==> src/design/assert_macros.svh <==
// Assertion helpers shared by the blit engine modules.
`ifndef ASSERT_MACROS_SVH
`define ASSERT_MACROS_SVH

// Check a property on every rising edge outside reset.
`define CLBB_ASSERT(label, prop, msg) \
    label: assert property (@(posedge aclk) disable iff (!aresetn) prop) else $error(msg);

// Check that a condition is followed by another in the next cycle.
`define CLBB_ASSERT_NEXT(label, ante, cons, msg) \
    label: assert property (@(posedge aclk) disable iff (!aresetn) (ante) |=> (cons)) \
        else $error(msg);

`endif

==> src/design/clbb_pkg.sv <==
package clbb_pkg;

    localparam int unsigned PIXEL_W  = 8;
    localparam int unsigned ADDR_W   = 19;
    localparam int unsigned COORD_W  = 11;
    localparam int unsigned SCR_W    = 12;
    localparam int unsigned COL_W    = 9;
    localparam int unsigned ROW_W    = 8;
    localparam int unsigned PLANE_W  = 2;
    localparam int unsigned LWIDTH_W = 11;
    localparam int unsigned BASE_W   = 16;
    localparam int unsigned CFG_IDX_W  = 3;
    localparam int unsigned CFG_DATA_W = 16;
    localparam int unsigned PLANE_STEP = 4;
    localparam int unsigned M_TDATA_W  = 32;

    typedef enum logic [CFG_IDX_W-1:0] {
        REG_DEST_X      = 3'd0,
        REG_DEST_Y      = 3'd1,
        REG_BLIT_WIDTH  = 3'd2,
        REG_BLIT_HEIGHT = 3'd3,
        REG_BLIT_MODE   = 3'd4,
        REG_GLYPH_COLOR = 3'd5,
        REG_FRAME_BASE  = 3'd6,
        REG_LINE_WIDTH  = 3'd7
    } cfg_idx_t;

    localparam logic [1:0] MODE_PLANAR = 2'd0;
    localparam logic [1:0] MODE_LINEAR = 2'd1;
    localparam logic [1:0] MODE_GLYPH  = 2'd2;

    typedef struct packed {
        logic [COORD_W-1:0]  dest_x;
        logic [COORD_W-1:0]  dest_y;
        logic [COL_W-1:0]    blit_width;
        logic [ROW_W-1:0]    blit_height;
        logic [1:0]          blit_mode;
        logic [PIXEL_W-1:0]  glyph_color;
        logic [BASE_W-1:0]   frame_base;
        logic [LWIDTH_W-1:0] line_width;
    } cfg_t;

    // Stage one beat: pixel with its screen position already resolved.
    typedef struct packed {
        logic [PIXEL_W-1:0] pixel;
        logic [SCR_W-1:0]   sx;
        logic [SCR_W-1:0]   sy;
        logic               done;
    } pos_t;

endpackage

==> src/design/clbb_cfg.sv <==
module clbb_cfg (
    input  logic                               aclk,
    input  logic                               aresetn,
    input  logic                               cfg_we,
    input  logic [clbb_pkg::CFG_IDX_W-1:0]     cfg_index,
    input  logic [clbb_pkg::CFG_DATA_W-1:0]    cfg_wdata,
    output clbb_pkg::cfg_t                     cfg
);
    import clbb_pkg::*;

    cfg_t cfg_reg;
    cfg_t cfg_next;

    always_comb begin
        cfg_next = cfg_reg;
        if (cfg_we) begin
            case (cfg_idx_t'(cfg_index))
                REG_DEST_X:      cfg_next.dest_x      = cfg_wdata[COORD_W-1:0];
                REG_DEST_Y:      cfg_next.dest_y      = cfg_wdata[COORD_W-1:0];
                REG_BLIT_WIDTH:  cfg_next.blit_width  = cfg_wdata[COL_W-1:0];
                REG_BLIT_HEIGHT: cfg_next.blit_height = cfg_wdata[ROW_W-1:0];
                REG_BLIT_MODE:   cfg_next.blit_mode   = cfg_wdata[1:0];
                REG_GLYPH_COLOR: cfg_next.glyph_color = cfg_wdata[PIXEL_W-1:0];
                REG_FRAME_BASE:  cfg_next.frame_base  = cfg_wdata[BASE_W-1:0];
                REG_LINE_WIDTH:  cfg_next.line_width  = cfg_wdata[LWIDTH_W-1:0];
                default:         cfg_next = cfg_reg;
            endcase
        end
    end

    always_ff @(posedge aclk) begin
        if (!aresetn) begin
            cfg_reg.dest_x      <= '0;
            cfg_reg.dest_y      <= '0;
            cfg_reg.blit_width  <= COL_W'(1);
            cfg_reg.blit_height <= ROW_W'(1);
            cfg_reg.blit_mode   <= MODE_PLANAR;
            cfg_reg.glyph_color <= '0;
            cfg_reg.frame_base  <= '0;
            cfg_reg.line_width  <= LWIDTH_W'(320);
        end else begin
            cfg_reg <= cfg_next;
        end
    end

    assign cfg = cfg_reg;

endmodule

==> src/design/clbb_walk.sv <==
`include "assert_macros.svh"

module clbb_walk (
    input  logic                          aclk,
    input  logic                          aresetn,
    input  clbb_pkg::cfg_t                cfg,
    input  logic                          s_tvalid,
    output logic                          s_tready,
    input  logic [clbb_pkg::PIXEL_W-1:0]  s_pixel,
    input  logic                          s1_take,
    output logic                          s1_valid,
    output clbb_pkg::pos_t                s1_pos
);
    import clbb_pkg::*;

    logic [PLANE_W-1:0] plane_reg, plane_next;
    logic [ROW_W-1:0]   row_reg,   row_next;
    logic [COL_W-1:0]   col_reg,   col_next;
    logic               s1_valid_reg, s1_valid_next;
    pos_t               s1_reg;

    logic               accept;
    logic [COL_W-1:0]   w;
    logic [ROW_W-1:0]   h;
    logic [COL_W:0]     nc;
    logic [ROW_W:0]     nr;
    logic [PLANE_W:0]   np;
    logic               done;
    pos_t               pos;

    assign s_tready = !s1_valid_reg || s1_take;
    assign accept   = s_tvalid && s_tready;

    assign w = (cfg.blit_width == '0) ? COL_W'(1) : cfg.blit_width;
    assign h = (cfg.blit_height == '0) ? ROW_W'(1) : cfg.blit_height;

    always_comb begin
        plane_next = plane_reg;
        row_next   = row_reg;
        col_next   = col_reg;
        done       = 1'b0;
        nr = {1'b0, row_reg} + (ROW_W+1)'(1);
        np = {1'b0, plane_reg} + (PLANE_W+1)'(1);
        if (cfg.blit_mode == MODE_PLANAR) begin
            nc = {1'b0, col_reg} + (COL_W+1)'(PLANE_STEP);
        end else begin
            nc = {1'b0, col_reg} + (COL_W+1)'(1);
        end
        if (nc < {1'b0, w}) begin
            col_next = nc[COL_W-1:0];
        end else if (nr < {1'b0, h}) begin
            row_next = nr[ROW_W-1:0];
            col_next = (cfg.blit_mode == MODE_PLANAR) ? COL_W'(plane_reg) : '0;
        end else if (cfg.blit_mode == MODE_PLANAR && !np[PLANE_W]
                     && (COL_W'(np) < w)) begin
            // Next plane has columns: restart at its first column.
            plane_next = np[PLANE_W-1:0];
            row_next   = '0;
            col_next   = COL_W'(np);
        end else begin
            plane_next = '0;
            row_next   = '0;
            col_next   = '0;
            done       = 1'b1;
        end
    end

    always_comb begin
        pos.pixel = s_pixel;
        pos.sx    = {cfg.dest_x[COORD_W-1], cfg.dest_x} + SCR_W'(col_reg);
        pos.sy    = {cfg.dest_y[COORD_W-1], cfg.dest_y} + SCR_W'(row_reg);
        pos.done  = done;
    end

    assign s1_valid_next = accept || (s1_valid_reg && !s1_take);

    always_ff @(posedge aclk) begin
        if (!aresetn) begin
            plane_reg    <= '0;
            row_reg      <= '0;
            col_reg      <= '0;
            s1_valid_reg <= 1'b0;
        end else begin
            s1_valid_reg <= s1_valid_next;
            if (accept) begin
                plane_reg <= plane_next;
                row_reg   <= row_next;
                col_reg   <= col_next;
            end
        end
    end

    always_ff @(posedge aclk) begin
        if (accept) begin
            s1_reg <= pos;
        end
    end

    assign s1_valid = s1_valid_reg;
    assign s1_pos   = s1_reg;

    `CLBB_ASSERT_NEXT(a_done_rewinds, accept && done,
        plane_reg == '0 && row_reg == '0 && col_reg == '0,
        "counters not rewound after last beat")
    `CLBB_ASSERT_NEXT(a_s1_holds, s1_valid_reg && !s1_take,
        s1_valid_reg && $stable(s1_reg), "stage one beat lost while stalled")

endmodule

==> src/design/clbb_wr.sv <==
`include "assert_macros.svh"

module clbb_wr #(
    parameter int unsigned SCREEN_WIDTH  = 320,
    parameter int unsigned SCREEN_HEIGHT = 200
) (
    input  logic                          aclk,
    input  logic                          aresetn,
    input  clbb_pkg::cfg_t                cfg,
    input  logic                          s1_valid,
    input  clbb_pkg::pos_t                s1_pos,
    output logic                          s1_take,
    output logic                          m_tvalid,
    input  logic                          m_tready,
    output logic                          m_we,
    output logic [clbb_pkg::ADDR_W-1:0]   m_addr,
    output logic [clbb_pkg::PIXEL_W-1:0]  m_data,
    output logic                          m_done
);
    import clbb_pkg::*;

    localparam logic [SCR_W-1:0] SCR_X_LIM = SCR_W'(SCREEN_WIDTH);
    localparam logic [SCR_W-1:0] SCR_Y_LIM = SCR_W'(SCREEN_HEIGHT);

    logic                  valid_reg, valid_next;
    logic                  we_reg, done_reg;
    logic [ADDR_W-1:0]     addr_reg;
    logic [PIXEL_W-1:0]    data_reg;

    logic                  onscreen;
    logic                  we;
    logic signed [2*SCR_W-1:0] prod;
    logic [ADDR_W-1:0]     addr;
    logic [PIXEL_W-1:0]    data;
    logic                  load;

    // Coordinates are non-negative when the sign bit is clear.
    assign onscreen = !s1_pos.sx[SCR_W-1] && (s1_pos.sx < SCR_X_LIM)
                   && !s1_pos.sy[SCR_W-1] && (s1_pos.sy < SCR_Y_LIM);

    assign prod = $signed(s1_pos.sy) * $signed({1'b0, cfg.line_width});
    assign addr = prod[ADDR_W-1:0]
                + {{(ADDR_W-SCR_W){s1_pos.sx[SCR_W-1]}}, s1_pos.sx}
                + ADDR_W'(cfg.frame_base);

    always_comb begin
        if (cfg.blit_mode == MODE_GLYPH) begin
            we   = onscreen && (s1_pos.pixel != '0);
            data = cfg.glyph_color;
        end else begin
            we   = onscreen;
            data = s1_pos.pixel;
        end
    end

    assign s1_take    = !valid_reg || m_tready;
    assign load       = s1_valid && s1_take;
    assign valid_next = load || (valid_reg && !m_tready);

    always_ff @(posedge aclk) begin
        if (!aresetn) begin
            valid_reg <= 1'b0;
        end else begin
            valid_reg <= valid_next;
        end
    end

    always_ff @(posedge aclk) begin
        if (load) begin
            we_reg   <= we;
            addr_reg <= addr;
            data_reg <= data;
            done_reg <= s1_pos.done;
        end
    end

    assign m_tvalid = valid_reg;
    assign m_we     = we_reg;
    assign m_addr   = addr_reg;
    assign m_data   = data_reg;
    assign m_done   = done_reg;

    `CLBB_ASSERT_NEXT(a_load_shows, load, valid_reg,
        "stage one beat taken but no result presented")
    `CLBB_ASSERT_NEXT(a_drain_empty, !s1_valid && (m_tready || !valid_reg), !valid_reg,
        "result presented with nothing loaded")

endmodule

==> src/design/clipped_bitmap_blit_engine_unit.sv <==
// Channel   Dir  Bits (lowest first)
// s_        in   tdata: pixel[7:0]
// m_        out  tdata: write_address[18:0], write_data[26:19], zero[31:27];
//                tuser: write_enable; tlast: blit_done
// cfg_      in   cfg_index selects register, cfg_wdata[15:0]
//
// One pixel is taken every cycle while m_tready is high; each passes the stage one register, then the result register.
// The position counters advance on the input beat; the address multiply sits
// in the second stage ahead of the result register.
// A stalled m_tready fills both stages, then drops s_tready.
// aresetn is synchronous; it rewinds the counters and loads register defaults.
module clipped_bitmap_blit_engine_unit #(
    parameter int unsigned SCREEN_WIDTH  = 320,
    parameter int unsigned SCREEN_HEIGHT = 200
) (
    input  logic                                aclk,
    input  logic                                aresetn,
    input  logic                                cfg_we,
    input  logic [clbb_pkg::CFG_IDX_W-1:0]      cfg_index,
    input  logic [clbb_pkg::CFG_DATA_W-1:0]     cfg_wdata,
    input  logic                                s_tvalid,
    output logic                                s_tready,
    input  logic [clbb_pkg::PIXEL_W-1:0]        s_tdata,   // pixel
    output logic                                m_tvalid,
    input  logic                                m_tready,
    output logic [clbb_pkg::M_TDATA_W-1:0]      m_tdata,   // write_address, write_data
    output logic                                m_tuser,   // write_enable
    output logic                                m_tlast
);
    import clbb_pkg::*;

    cfg_t               cfg;
    logic               s1_valid;
    logic               s1_take;
    pos_t               s1_pos;
    logic               m_we;
    logic [ADDR_W-1:0]  m_addr;
    logic [PIXEL_W-1:0] m_data;
    logic               m_done;

    clbb_cfg u_cfg (
        .aclk      (aclk),
        .aresetn   (aresetn),
        .cfg_we    (cfg_we),
        .cfg_index (cfg_index),
        .cfg_wdata (cfg_wdata),
        .cfg       (cfg)
    );

    clbb_walk u_walk (
        .aclk     (aclk),
        .aresetn  (aresetn),
        .cfg      (cfg),
        .s_tvalid (s_tvalid),
        .s_tready (s_tready),
        .s_pixel  (s_tdata),
        .s1_take  (s1_take),
        .s1_valid (s1_valid),
        .s1_pos   (s1_pos)
    );

    clbb_wr #(
        .SCREEN_WIDTH  (SCREEN_WIDTH),
        .SCREEN_HEIGHT (SCREEN_HEIGHT)
    ) u_wr (
        .aclk     (aclk),
        .aresetn  (aresetn),
        .cfg      (cfg),
        .s1_valid (s1_valid),
        .s1_pos   (s1_pos),
        .s1_take  (s1_take),
        .m_tvalid (m_tvalid),
        .m_tready (m_tready),
        .m_we     (m_we),
        .m_addr   (m_addr),
        .m_data   (m_data),
        .m_done   (m_done)
    );

    assign m_tdata = {(M_TDATA_W-ADDR_W-PIXEL_W)'(0), m_data, m_addr};
    assign m_tuser = m_we;
    assign m_tlast = m_done;

endmodule
==> config.mk <==
export PLATFORM = sky130hd
export DESIGN_NAME = clipped_bitmap_blit_engine_unit
export DESIGN_NICKNAME = d
export VERILOG_FILES = /design/src/design/clbb_pkg.sv /design/src/design/clbb_cfg.sv /design/src/design/clbb_walk.sv /design/src/design/clbb_wr.sv /design/src/design/clipped_bitmap_blit_engine_unit.sv
export VERILOG_INCLUDE_DIRS = /design/src /design/src/design
export SDC_FILE = /design/constraint.sdc
export NUM_CORES = 1
export LEC_CHECK = 0
export BUFFER_PORTS_ARGS = -buffer_cell sky130_fd_sc_hd__buf_2
export CORE_UTILIZATION = 37
export DETAILED_ROUTE_END_ITERATION = 10
export PLACE_DENSITY_LB_ADDON = 0.05
export SYNTH_ARGS = -nofsm -noshare
export SYNTH_HDL_FRONTEND = slang
export SYNTH_HIERARCHICAL = 1
export SYNTH_SLANG_ARGS = --single-unit
==> constraint.sdc <==
create_clock -name aclk -period 7.2 [get_ports aclk]
set_input_delay 0.72 -clock aclk [delete_from_list [all_inputs] [get_ports aclk]]
set_output_delay 0.72 -clock aclk [all_outputs]
set_load 0.02 [all_outputs]
### Yosys cells after proc, flatten, opt, wreduce, memory -nomap -nowiden

Index checks and enable logic that the tools add are counted.

| cells by class | value |
|---|---|
| multiply operators | 1 |
| reductions and logical operators | 37 |
| muxes and demuxes | 12 |
| eq/ne operators | 8 |
| add/sub/neg operators | 8 |
| magnitude comparators | 5 |
| bitwise logic cells | 2 |

Operators by type and width:

| operator | count |
|---|---|
| two-way mux 9 bit | 3 |
| two-way mux 8 bit | 3 |
| adder 19 x 16 -> 19 bit | 1 |
| adder 19 bit | 1 |
| multiplier 12 x 12 -> 19 bit | 1 |
| AND reduction 2 bit | 9 |
| adder 11 x 10 -> 12 bit | 1 |
| adder 11 x 9 -> 12 bit | 1 |
| equality test 3 bit, second input constant | 4 |
| less-than comparator 12 x 8 -> 1 bit, second input constant | 1 |
| less-than comparator 12 x 9 -> 1 bit, second input constant | 1 |
| adder 9 x 1 -> 10 bit, second input constant | 1 |
| adder 9 x 3 -> 10 bit, second input constant | 1 |
| logical AND 1 bit | 10 |
| less-than comparator 10 x 9 -> 1 bit | 1 |
| two-way mux 10 bit | 1 |
| adder 8 x 1 -> 9 bit, second input constant | 1 |
| logical NOT 9 bit | 1 |
| less-than comparator 3 x 9 -> 1 bit | 1 |
| less-than comparator 9 x 8 -> 1 bit | 1 |
| logical NOT 8 bit | 1 |
| nonzero test 8 bit | 1 |
| logical NOT 1 bit | 7 |
| equality test 3 x 2 -> 1 bit, second input constant | 2 |
| 12 further kinds | 18 |

| word-level totals | value |
|---|---|
| output and inout bits | 36 |
| register bits after elaboration | 159 |

### Depth between registers and ports, before layout

| logic depth | value |
|---|---|
| depth in word-level cells | 7 |
| depth in mapped cells | 21 |
| mapped depth without buffers | 20 |

### Hierarchy

The synthesis kept the hierarchy.

By module, submodules not included:

| module | cells an instance | times used | area an instance (um^2) |
|---|---|---|---|
| clbb_wr | 674 | 1 | 6461.2 |
| clbb_walk | 360 | 1 | 3434.5 |
| clbb_cfg | 275 | 1 | 2841.5 |
| clipped_bitmap_blit_engine_unit | 6 | 1 | 41.3 |

### Least setup slack after synthesis

Ideal clock, no wire load.

| timing | value |
|---|---|
| path kind | flip-flop to flip-flop |
| from | register u_walk.s1_reg, in the netlist u_walk/s1_pos[7] |
| to | register u_wr.addr_reg[16], in the netlist u_wr/m_addr[16], data pin |
| setup time | 0.261 ns |
| setup slack | 1.658 ns |
| path buffers | 1 |
| stages on the path, launching flop included | 20 |
| arrival time | 5.281 ns |
| data required time | 6.939 ns |
| cell sequence | edfxtp_1 clkbuf_1 and2_1 fa_1 inv_1 fa_1 inv_1 fa_1 fa_1 fa_1 inv_1 fa_1 inv_1 ha_1 a21o_2 a21oi_2 o31ai_4 o41ai_2 nand2b_1 xor2_1 |

| between the ends | value |
|---|---|
| longest elaborated chain between the ends | 3 |

RTL lines:

| item | line | source |
|---|---|---|
| from (decl) | clbb_walk.sv:20 | `pos_t s1_reg;` |
| from (signal assigned) | clbb_walk.sv:95 | `s1_reg <= pos;` |
| multiplier 12 x 12 -> 19 bit | clbb_wr.sv:41 | `assign prod = $signed(s1_pos.sy) * $signed({1'b0, cfg.line_width});` |
| adder 19 bit | clbb_wr.sv:43 | `+ {{(ADDR_W-SCR_W){s1_pos.sx[SCR_W-1]}}, s1_pos.sx}` |
| adder 19 x 16 -> 19 bit | clbb_wr.sv:44 | `+ ADDR_W'(cfg.frame_base);` |
| net u_wr.addr[16] | clbb_wr.sv:33 | `logic [ADDR_W-1:0] addr;` |
| to (signal assigned) | clbb_wr.sv:71 | `addr_reg <= addr;` |
| to (decl) | clbb_wr.sv:27 | `logic [ADDR_W-1:0] addr_reg;` |

The timed path passes the listed nets, and every way through them passes these cells.
A chain may end at the register's enable or synchronous reset.

### Worst setup path after layout

| timing | value |
|---|---|
| from | register u_cfg.cfg_reg, in the netlist u_cfg/cfg[1] |
| to | register u_wr.addr_reg[16], in the netlist u_wr/m_addr[16], data pin |

| between the ends | value |
|---|---|
| longest elaborated chain between the ends | 3 |

RTL lines:

| item | line | source |
|---|---|---|
| from (decl) | clbb_cfg.sv:11 | `cfg_t cfg_reg;` |
| from (signal assigned) | clbb_cfg.sv:42 | `cfg_reg <= cfg_next;` |
| multiplier 12 x 12 -> 19 bit | clbb_wr.sv:41 |  |
| adder 19 bit | clbb_wr.sv:43 |  |
| adder 19 x 16 -> 19 bit | clbb_wr.sv:44 |  |
| net u_wr.addr[16] | clbb_wr.sv:33 |  |

The timed path passes the listed nets, and every way through them passes these cells.

==> flow_metrics.tcl <==
set metrics [dict create \
    port_buffers 62 \
    cts_max_level 4 \
    finalCritPeriodShare 0.8158 \
    dr.first_iter.drc_count 343 \
    placed_area_um2 13480 \
    grt_pass1_vias 9123 \
    dieArea_um2 35280 \
    drive_above_1_share 0.09810 \
    synth-edff-count 62 \
    leakage_nw 6.589 \
    power_mw 2.768 \
    synth.distinct_cells 69 \
    maxSlewHeadroom 0.3798 \
    synth_common_cells "inv_1 (218), nand2_1 (184), fa_1 (127), dfxtp_1 (97), ha_1 (91)" \
    synth.area.top_cells "fa_1 (20%), dfxtp_1 (15%), edfxtp_1 (15%), ha_1 (8.9%), inv_1 (6.4%)" \
    cts_root_buffer "clkbuf_16" \
    hpwlAfterDp_mm 22.64 \
    area_growth_syn_to_layout_pct 10.28 \
    gr-total-overflow 0 \
    rsz0062_at_grt "no" \
    synth_top_family_by_area "adder cells" \
    ys.flop_type "dfxtp_1" \
    power_density_nw_per_um2 196.4 \
    finalSetupTns_ns 0 \
    ys_seq_area_frac 0.2977 \
    synth.most_common_cell "inv_1" \
    final_cell_area_um2 14090 \
    drc 0 \
    async_flop_share 0 \
    layout_min_cycle_time_ns 5.874 \
    clk_path_buf_depth 2 \
    worst_slew_pin_slew_ns 0.9284 \
    hold_viol 0 \
    vdd_drop_max_uv 183.3 \
    die_h_um 187.8 \
    yosys.area_share.simple 0.1499 \
    die_w_um 187.8 \
    end_kind "flop" \
    postSynthAreaPerCell_um2 9.717 \
    required_ns 7.39 \
    rows 67 \
    start_util 0.3782 \
    grt_max_degree 61 \
    core_um2 33780 \
    wirelength_mm 29.28 \
    dp.cells 1782 \
    gp_congestion 0.8166 \
    vias 8606 \
    cts_sinks 159 \
    fin_nets 1603 \
    grt_usage 0.1758 \
    cp_max_fo 13 \
    slew_viol_final 0 \
    synthMuxAreaShare 0.06825 \
    synthesis.instances 1315 \
    drv_cap 0 \
    cts_resized 0 \
    clk_pin_slew_ns 0.08 \
    routedWlPerCell_um 16.14 \
    ys_warn_count 6 \
    cp.arrival_ns 6.06 \
    synth_top_area_share 0.1990 \
    skew_ns 0.01653 \
    dp_slack_ns 1.283 \
    cts_tree "yes" \
    drtPass1Iterations 4 \
    synth_compound_area_frac 0.07167 \
    n_antenna_cell 0 \
    start_kind "flop" \
    layout.cells.non_filler 1814 \
    drtAntennaViolNets 0 \
    io_pins 68 \
    path_class "reg2reg" \
    antenna_found_initial 0 \
    synth_adder_area_share 0.2881 \
    synth-xor-area-share 0.04044 \
    vias_per_cell 4.744 \
    insertion_delay_ns 0.45 \
    cts_setup_buffers 0 \
    fin_ws_ns 1.326 \
    cts_buffers 17 \
    yosys.area.top_type "fa_1" \
    hp-class "reg2reg" \
    status "finished, final reports clean" \
    largest_reg_flops 76 \
    synth_seq_cells 159 \
    synth_area_um2 12780 \
    setup_viol 0 \
    grt_pass1_wl_mm 48.40 \
    fmax_ghz 0.1703 \
    hold_buffers 0 \
]
[path summary, 6_finish.rpt]
| kind | start | endpoint | slack, ns | depth (start not counted) |
|---|---|---|---|---|
| worst max-delay path | u_cfg/cfg[1] | u_wr/m_addr[16] | 1.33 | 17 |
| worst min-delay path | u_walk/s1_pos[0] | u_wr/m_done | 0.43 | 0 |
| worst max register to register | u_cfg/cfg[1] | u_wr/m_addr[16] | 1.33 | 17 |
| worst min register to register | u_walk/s1_pos[0] | u_wr/m_done | 0.43 | 0 |
[cells by family after synthesis]
group / Yosys count
AO/OA/AOI/OAI: 130
XOR/XNOR: 59
flip-flops: 159
other: 1
buffers and inverters: 274
AND/OR/NAND/NOR: 388
multiplexers: 86
adder cells (fa/ha/maj): 218
[final cells by class]
type                    count  area, um^2
inverters                 220       825.8
well taps                 448       560.5
repair buffers             69       365.4
multi-input cells         886        7920
clock buffers              17       425.4
flip-flops and latches    159        3804
clock inverters            15       191.4
fillers                  3369       19690
[critical path, stage by stage (launching register included)]
cell and delay (ns):
dfxtp_1 0.59, and2_1 0.24, inv_1 0.07, fa_1 0.59, fa_1 0.55, inv_1 0.05, fa_1 0.52, fa_1 0.44
fa_1 0.55, inv_1 0.05, fa_1 0.49, inv_1 0.04, ha_1 0.37, a21o_2 0.23, and3_1 0.19, o41ai_2 0.36
nand2b_1 0.12, xor2_1 0.15
[per-layer routing]
layer  track usage  up-vias  routed length, um
li1              -     4320                  -
met1        0.2438     4181              14570
met2        0.2909       94              13750
met3       0.02658       11                718
met4       0.03408        0                236
met5             0        -                  0
[layout by cell type, fill, tap and decap left out, types with 41 or more instances in the layout]
| master | instances |
|---|---|
| dfxtp_1 | 97 |
| and2_1 | 72 |
| xnor2_1 | 41 |
| edfxtp_1 | 62 |
| mux2i_1 | 77 |
| fa_1 | 127 |
| nand2_1 | 184 |
| ha_1 | 91 |
| buf_2 | 61 |
| inv_1 | 218 |
[report_power, final]
| group | switching, mW | internal, mW |
|---|---|---|
| Sequential | 0.0445 | 1.01 |
| Combinational | 0.449 | 0.305 |
| Clock | 0.456 | 0.503 |
| Total | 0.949 | 1.82 |
[stage by stage]
step / util / hold slack (ns)
2_1_floorplan: - / 0.4003
3_3_place_gp: 0.3989 / 0.4073
3_5_place_dp: 0.3989 / 0.4171
4_1_cts: 0.4171 / 0.4314
5_1_grt: 0.4171 / 0.4284
6_report: 0.4171 / 0.4262
No activity file was read; power rests on OpenSTA's default activity.
